**src/design/tsc_pkg.sv**
```systemverilog
package tsc_pkg;

   localparam int unsigned SampleWidth = 8;
   localparam int unsigned CountWidth  = 16;
   localparam int unsigned CsrAddrWidth = 2;
   localparam int unsigned CsrDataWidth = 16;

   // Register indexes on the csr port
   localparam logic [CsrAddrWidth-1:0] CSR_SETTLE_DISCARD = 2'd0;
   localparam logic [CsrAddrWidth-1:0] CSR_PASS_THRESHOLD = 2'd1;
   localparam logic [CsrAddrWidth-1:0] CSR_CAPTURE_COUNT  = 2'd2;

   localparam logic [CountWidth-1:0]  SettleReset    = 16'd200;
   localparam logic [SampleWidth-1:0] ThresholdReset = 8'hFF;
   localparam logic [CountWidth-1:0]  CaptureReset   = 16'd0;

   // Kind of an input word, carried on req_tuser
   localparam logic OP_START  = 1'b0;
   localparam logic OP_SAMPLE = 1'b1;

   typedef enum logic [1:0] {
      PHASE_IDLE    = 2'd0,
      PHASE_SETTLE  = 2'd1,
      PHASE_WAIT    = 2'd2,
      PHASE_CAPTURE = 2'd3
   } phase_type;

   typedef struct packed {
      logic [CountWidth-1:0]  index;
      logic [SampleWidth-1:0] value;
   } result_type;

endpackage

```
**src/design/triggered_sample_capture_top.sv**
```systemverilog
// Triggered sample capture.
// Input stream req_*: one word per converter sample (req_tuser = 1) or a start
// command (req_tuser = 0). A start arms a run: the next settle_discard_count
// samples are dropped, then the first sample at or below pass_threshold opens
// the capture window (that sample itself is not emitted), then capture_count
// samples go out on rsp_* with their index in the run; rsp_tlast marks the
// final one and the block falls back to idle. Samples seen while idle are
// dropped; a start during a run restarts it.
// Configuration: csr_we writes csr_wdata to register csr_addr (0 settle count,
// 1 threshold, 2 capture count). Write only while the block is idle.
// Timing: one input word per cycle while req_tready is high. The phase and counter
// update is a single compare-and-increment per word; the result is registered at
// the edge that accepts its sample: the output register, or the skid entry if full.
// Stall: the output register is backed by one skid entry, so one more result
// is held while a result waits; req_tready drops only when both hold a result.
// Reset (synchronous, active high) restores the register defaults (200, 255,
// 0), puts the block in idle and empties the output stage.
module triggered_sample_capture_top
   import tsc_pkg::*;
(
   input  logic                    clock,
   input  logic                    reset,
   input  logic                    req_tvalid,
   output logic                    req_tready,
   input  logic [SampleWidth-1:0]  req_tdata,   // [7:0] sample_value
   input  logic                    req_tuser,   // [0] op
   output logic                    rsp_tvalid,
   input  logic                    rsp_tready,
   output logic [23:0]             rsp_tdata,   // [7:0] captured_value, [23:8] sample_index
   output logic                    rsp_tlast,   // last
   input  logic                    csr_we,
   input  logic [CsrAddrWidth-1:0] csr_addr,
   input  logic [CsrDataWidth-1:0] csr_wdata
);

   logic [CountWidth-1:0]  settle_ff;
   logic [SampleWidth-1:0] threshold_ff;
   logic [CountWidth-1:0]  capture_ff;

   phase_type             phase_ff, phase_in;
   logic [CountWidth-1:0] dropped_ff, dropped_in;
   logic [CountWidth-1:0] captured_ff, captured_in;

   result_type out_ff, skid_ff, result;
   logic       out_valid_ff, skid_valid_ff;
   logic       out_last_ff, skid_last_ff, result_last;

   logic accept, emit, take, threshold_hit;
   logic [CountWidth-1:0] dropped_inc, captured_inc;

   assign req_tready = !skid_valid_ff;
   assign accept     = req_tvalid && req_tready;
   assign take       = out_valid_ff && rsp_tready;

   assign rsp_tvalid = out_valid_ff;
   assign rsp_tdata  = {out_ff.index, out_ff.value};
   assign rsp_tlast  = out_last_ff;

   always_ff @(posedge clock) begin
      if (reset) begin
         settle_ff    <= SettleReset;
         threshold_ff <= ThresholdReset;
         capture_ff   <= CaptureReset;
      end else if (csr_we) begin
         case (csr_addr)
            CSR_SETTLE_DISCARD: settle_ff    <= csr_wdata;
            CSR_PASS_THRESHOLD: threshold_ff <= csr_wdata[SampleWidth-1:0];
            CSR_CAPTURE_COUNT:  capture_ff   <= csr_wdata;
            default: ;
         endcase
      end
   end

   assign dropped_inc   = dropped_ff + 16'd1;
   assign captured_inc  = captured_ff + 16'd1;
   assign threshold_hit = req_tdata <= threshold_ff;

   always_comb begin
      phase_in     = phase_ff;
      dropped_in   = dropped_ff;
      captured_in  = captured_ff;
      emit         = 1'b0;
      result.value = req_tdata;
      result.index = captured_ff;
      result_last  = 1'b0;
      if (accept) begin
         if (req_tuser == OP_START) begin
            phase_in    = PHASE_SETTLE;
            dropped_in  = '0;
            captured_in = '0;
         end else begin
            unique case (phase_ff)
               PHASE_IDLE: ;
               PHASE_SETTLE, PHASE_WAIT: begin
                  if (phase_ff == PHASE_SETTLE && dropped_ff < settle_ff) begin
                     // drop a settling sample
                     dropped_in = dropped_inc;
                     if (dropped_inc >= settle_ff) phase_in = PHASE_WAIT;
                  end else if (threshold_hit) begin
                     captured_in = '0;
                     phase_in    = (capture_ff == '0) ? PHASE_IDLE : PHASE_CAPTURE;
                  end else begin
                     phase_in = PHASE_WAIT;
                  end
               end
               PHASE_CAPTURE: begin
                  if (captured_ff >= capture_ff) begin
                     phase_in = PHASE_IDLE;
                  end else begin
                     emit        = 1'b1;
                     captured_in = captured_inc;
                     result_last = captured_inc >= capture_ff;
                     if (result_last) phase_in = PHASE_IDLE;
                  end
               end
               default: phase_in = PHASE_IDLE;
            endcase
         end
      end
   end

   always_ff @(posedge clock) begin
      if (reset) begin
         phase_ff    <= PHASE_IDLE;
         dropped_ff  <= '0;
         captured_ff <= '0;
      end else begin
         phase_ff    <= phase_in;
         dropped_ff  <= dropped_in;
         captured_ff <= captured_in;
      end
   end

   // Output register with one skid entry behind it
   always_ff @(posedge clock) begin
      if (reset) begin
         out_valid_ff  <= 1'b0;
         skid_valid_ff <= 1'b0;
      end else if (!out_valid_ff || take) begin
         if (skid_valid_ff) begin
            out_valid_ff  <= 1'b1;
            skid_valid_ff <= 1'b0;
         end else begin
            out_valid_ff <= emit;
         end
      end else if (emit) begin
         skid_valid_ff <= 1'b1;
      end
   end

   always_ff @(posedge clock) begin
      if (!out_valid_ff || take) begin
         if (skid_valid_ff) begin
            out_ff      <= skid_ff;
            out_last_ff <= skid_last_ff;
         end else if (emit) begin
            out_ff      <= result;
            out_last_ff <= result_last;
         end
      end else if (emit) begin
         // hold the new word until the output register drains
         skid_ff      <= result;
         skid_last_ff <= result_last;
      end
   end

endmodule

```
**config.mk**
```make
export PLATFORM = sky130hd
export DESIGN_NAME = triggered_sample_capture_top
export DESIGN_NICKNAME = d
export VERILOG_FILES = /design/src/design/tsc_pkg.sv /design/src/design/triggered_sample_capture_top.sv
export SDC_FILE = /design/constraint.sdc
export NUM_CORES = 1
export LEC_CHECK = 0
export BUFFER_PORTS_ARGS = -buffer_cell sky130_fd_sc_hd__buf_2
export CAP_MARGIN = 0
export CORE_MARGIN = 4
export CORE_UTILIZATION = 54
export CTS_CLUSTER_SIZE = 20
export DETAILED_ROUTE_END_ITERATION = 8
export HOLD_SLACK_MARGIN = 0.15
export PLACE_DENSITY_LB_ADDON = 0.1
export SYNTH_ARGS = -nofsm -noshare
export SYNTH_HDL_FRONTEND = slang
export SYNTH_SLANG_ARGS = --single-unit
```
**constraint.sdc**
```tcl
create_clock -name clock -period 3.2 [get_ports clock]
set_input_delay 0.48 -clock clock [delete_from_list [all_inputs] [get_ports clock]]
set_output_delay 0.48 -clock clock [all_outputs]
set_load 0.05 [all_outputs]
```
==> run metrics <==
CTS tree built; Register Area around 3000 um2; Hold EP skid_ff[0]; Worst Hold Class in -> reg; multi-input logic area approximately 3600 um2; Max VDD drop between 0.2 and 0.25 mV; Total Neg Setup Slack 0 ps; busiest grt layer met2; final setup fails 0; initial drt markers between 300 and 400; Synth Instances approximately 710; vias in the first global route approximately 5400; postcts setup bufs 0; first-pass GRT wire length 26.5 mm; Area contributors post-synth dfxtp_1 (22%), edfxtp_1 (22%), ha_1 (14%); outcome finished, final reports clean; grt ovf 0; Antenna Nets Post-Route 0; count leader, synth nand2_1; Syn. warnings 0; routed vias/inst 5.63; Starting Density 0.562; RSZ-0062 raised after global routing no; Synth area leader dfxtp_1; worst r2r dst rsp_tlast; Core ar. ~12000 um2; Clock Skew 8.94 ps; Max Fclk 328 MHz; Post-synth EDFFs 50; endpoints failing hold 0; Longest Clk Path Bufs 2; Ant. Diodes 0; CTS Root Cell clkbuf_16; number of core rows 40; WP data arrival 3230 ps; Tmin final slightly above 3000 ps; Post-Syn Area between 6000 and 7000 um2; Clock Latency Late Sink approximately 420 ps; combinational power share 0.067; switching pwr 0.866 mW; Switching Fraction 0.222; met3 Use GR 0.0448; Pre-antenna DRT Iters 4; met1 Use GR 0.314; Synth Area per Inst between 9 and 10 um2; RD Place Congestion 0.878; Total GRT Usage 0.229; Worst Path Class, Setup reg -> reg; I/O Pins around 60; remaining routing DRC violations 0; post-synthesis async set-or-reset flop share 0; Worst R2R Start captured_ff[1]; leakage 3.42 nW; post-synthesis sequential area ratio 0.439; initial antenna violation count 0; Placed Instance Area approximately 7500 um2; CP endpoint kind register; CP startpoint kind register; Die Y 121 um; CTS Buf Count 17; largest net degree at the start of global routing 50; HP Start req_tdata[0]; flop-to-flop setup slack approximately 150 ps; hold path depth 1; Slew Viols, Final 0; fillers 1045; pwr dens 478 nW/um2; Die Area 14600 um2; Seq cells post-synth roughly 130; final WL around 16 mm; Clock Sinks approximately 130; Flop pwr share 0.436; Syn-to-layout area delta 18.5%; Max FO, Critical Path 5; synth cell count leaders nand2_1 (114), dfxtp_1 (76), ha_1 (76); Clk network pwr share 0.497; Int Power between 3 and 4 mW; worst slew pin tran about 1100 ps; CTS clk-pin slew, worst paths ~60 ps; ys flop type dfxtp_1; top cell type's share of synthesized area 0.221; Max-Cap Viols 0; Unique masters post-synth 62; Hold WS 259 ps; Wirelength per Cell 16.6 um; worst reg2reg path depth 12; Rel. slew slack 0.264; Hold-fix buffers, CTS 0; vias post-DR between 5000 and 6000; Port Buf Inserts 58; Nets about 900; Die Width ~120 um; GR Util met2 0.354; dpl hpwl 12.0 mm; syn_nets between 800 and 900; H-tree depth 4; share of cells above drive strength 1 0.224; design area between 8000 and 9000 um2; critical path required time approximately 3400 ps; final worst path period share 0.954
## cells in the final DEF, fill, tap and decap left out, drive strengths merged, types with 9 or more instances in the layout
master,n
xnor2,9
nand2,114
edfxtp,50
nor2,30
o211ai,12
nand2b,9
nand4,13
ha,76
mux2,21
dfxtp,76
or2,10
o21ai,19
a21o,15
nand3,19
inv,57
clkbuf,23
buf,85
a21oi,67
a22o,9
## metal layers
| metal | part of all wire | up-vias |
|---|---|---|
| met5 | 0 | - |
| met4 | 0.028 | 0 |
| met3 | 0.049 | 38 |
| met2 | 0.45 | 142 |
| met1 | 0.48 | 2577 |
| li1 | - | 2740 |
## through the flow
step / setup slack (ps) / power (mW) / instances / util
after floorplan: 261 / 1.90 / 711 / -
after global placement: 122 / 1.98 / 944 / 0.612
after detailed placement: -14.8 / 1.99 / 944 / 0.612
after CTS: 24.1 / 3.93 / 976 / 0.662
after global routing: 8.90 / 4.04 / 976 / 0.665
final: 148 / 3.90 / 976 / 0.665
## cells by family (layout without fill, tap and decap cells)
logic type / Yosys count / in the layout / share of synthesized area
AO/OA/AOI/OAI: 162 / 162 / 0.162
XOR/XNOR: 16 / 16 / 0.0203
adder cells (fa/ha/maj): 76 / 76 / 0.138
buffers and inverters: 73 / 170 / 0.0421
flip-flops: 126 / 126 / 0.439
multiplexers: 21 / 21 / 0.0343
AND/OR/NAND/NOR: 237 / 237 / 0.164
## critical path, cell delays in order, from the launching register on
cell     delay, ps
dfxtp_2        350
and3_1         190
nand3_2        110
or2_4          290
nor2_2         150
xor2_1         220
ha_1           290
a21o_1         190
a21o_1         170
a221o_1        300
a41oi_1        280
nor2_1         110
a21o_1         160
## cell type report
class,count,area share
Timing Repair Buffer,85,0.0604
Tap cell,168,0.0258
Inverter,53,0.0244
Clock buffer,23,0.0610
Sequential cell,126,0.372
Multi-Input combinational cell,512,0.444
Clock inverter,9,0.0127
## power by group through the flow
stage | Combinational, mW | Clock (mW) | Sequential [mW]
after global routing | 0.287 | 2.05 | 1.70
after CTS | 0.257 | 1.97 | 1.70
after floorplan | 0.174 | 0 | 1.73
final | 0.259 | 1.94 | 1.70
after global placement | 0.245 | 0 | 1.73
after detailed placement | 0.254 | 0 | 1.73
## worst max path at each step
stage              startpoint  depth (start not counted)     endpoint  slack [ps]
2_1_floorplan  captured_ff[0]                         14  phase_ff[0]         260
3_3_place_gp    dropped_ff[3]                         15  phase_ff[0]         120
3_5_place_dp   captured_ff[1]                         12    rsp_tlast         -10
4_1_cts        captured_ff[1]                         12    rsp_tlast          20
5_1_grt         dropped_ff[0]                         14  phase_ff[0]           9
6_report       captured_ff[1]                         12    rsp_tlast         150
## flip-flops by register name, indices dropped and copies added, names as in the netlist
name / count
rsp_tdata: 24
skid_ff: 24
capture_ff: 16
captured_ff: 16
dropped_ff: 16
settle_ff: 16
threshold_ff: 8
phase_ff: 2
rsp_tlast: 1
rsp_tvalid: 1
skid_last_ff: 1
skid_valid_ff: 1
## timing repair
item / CTS / global route
resized for setup: 1 / 18
setup endpoints to repair: 2 / 4
pin swaps: 0 / 3
gates cloned: 0 / 0
(Power assumes the default switching activity.)
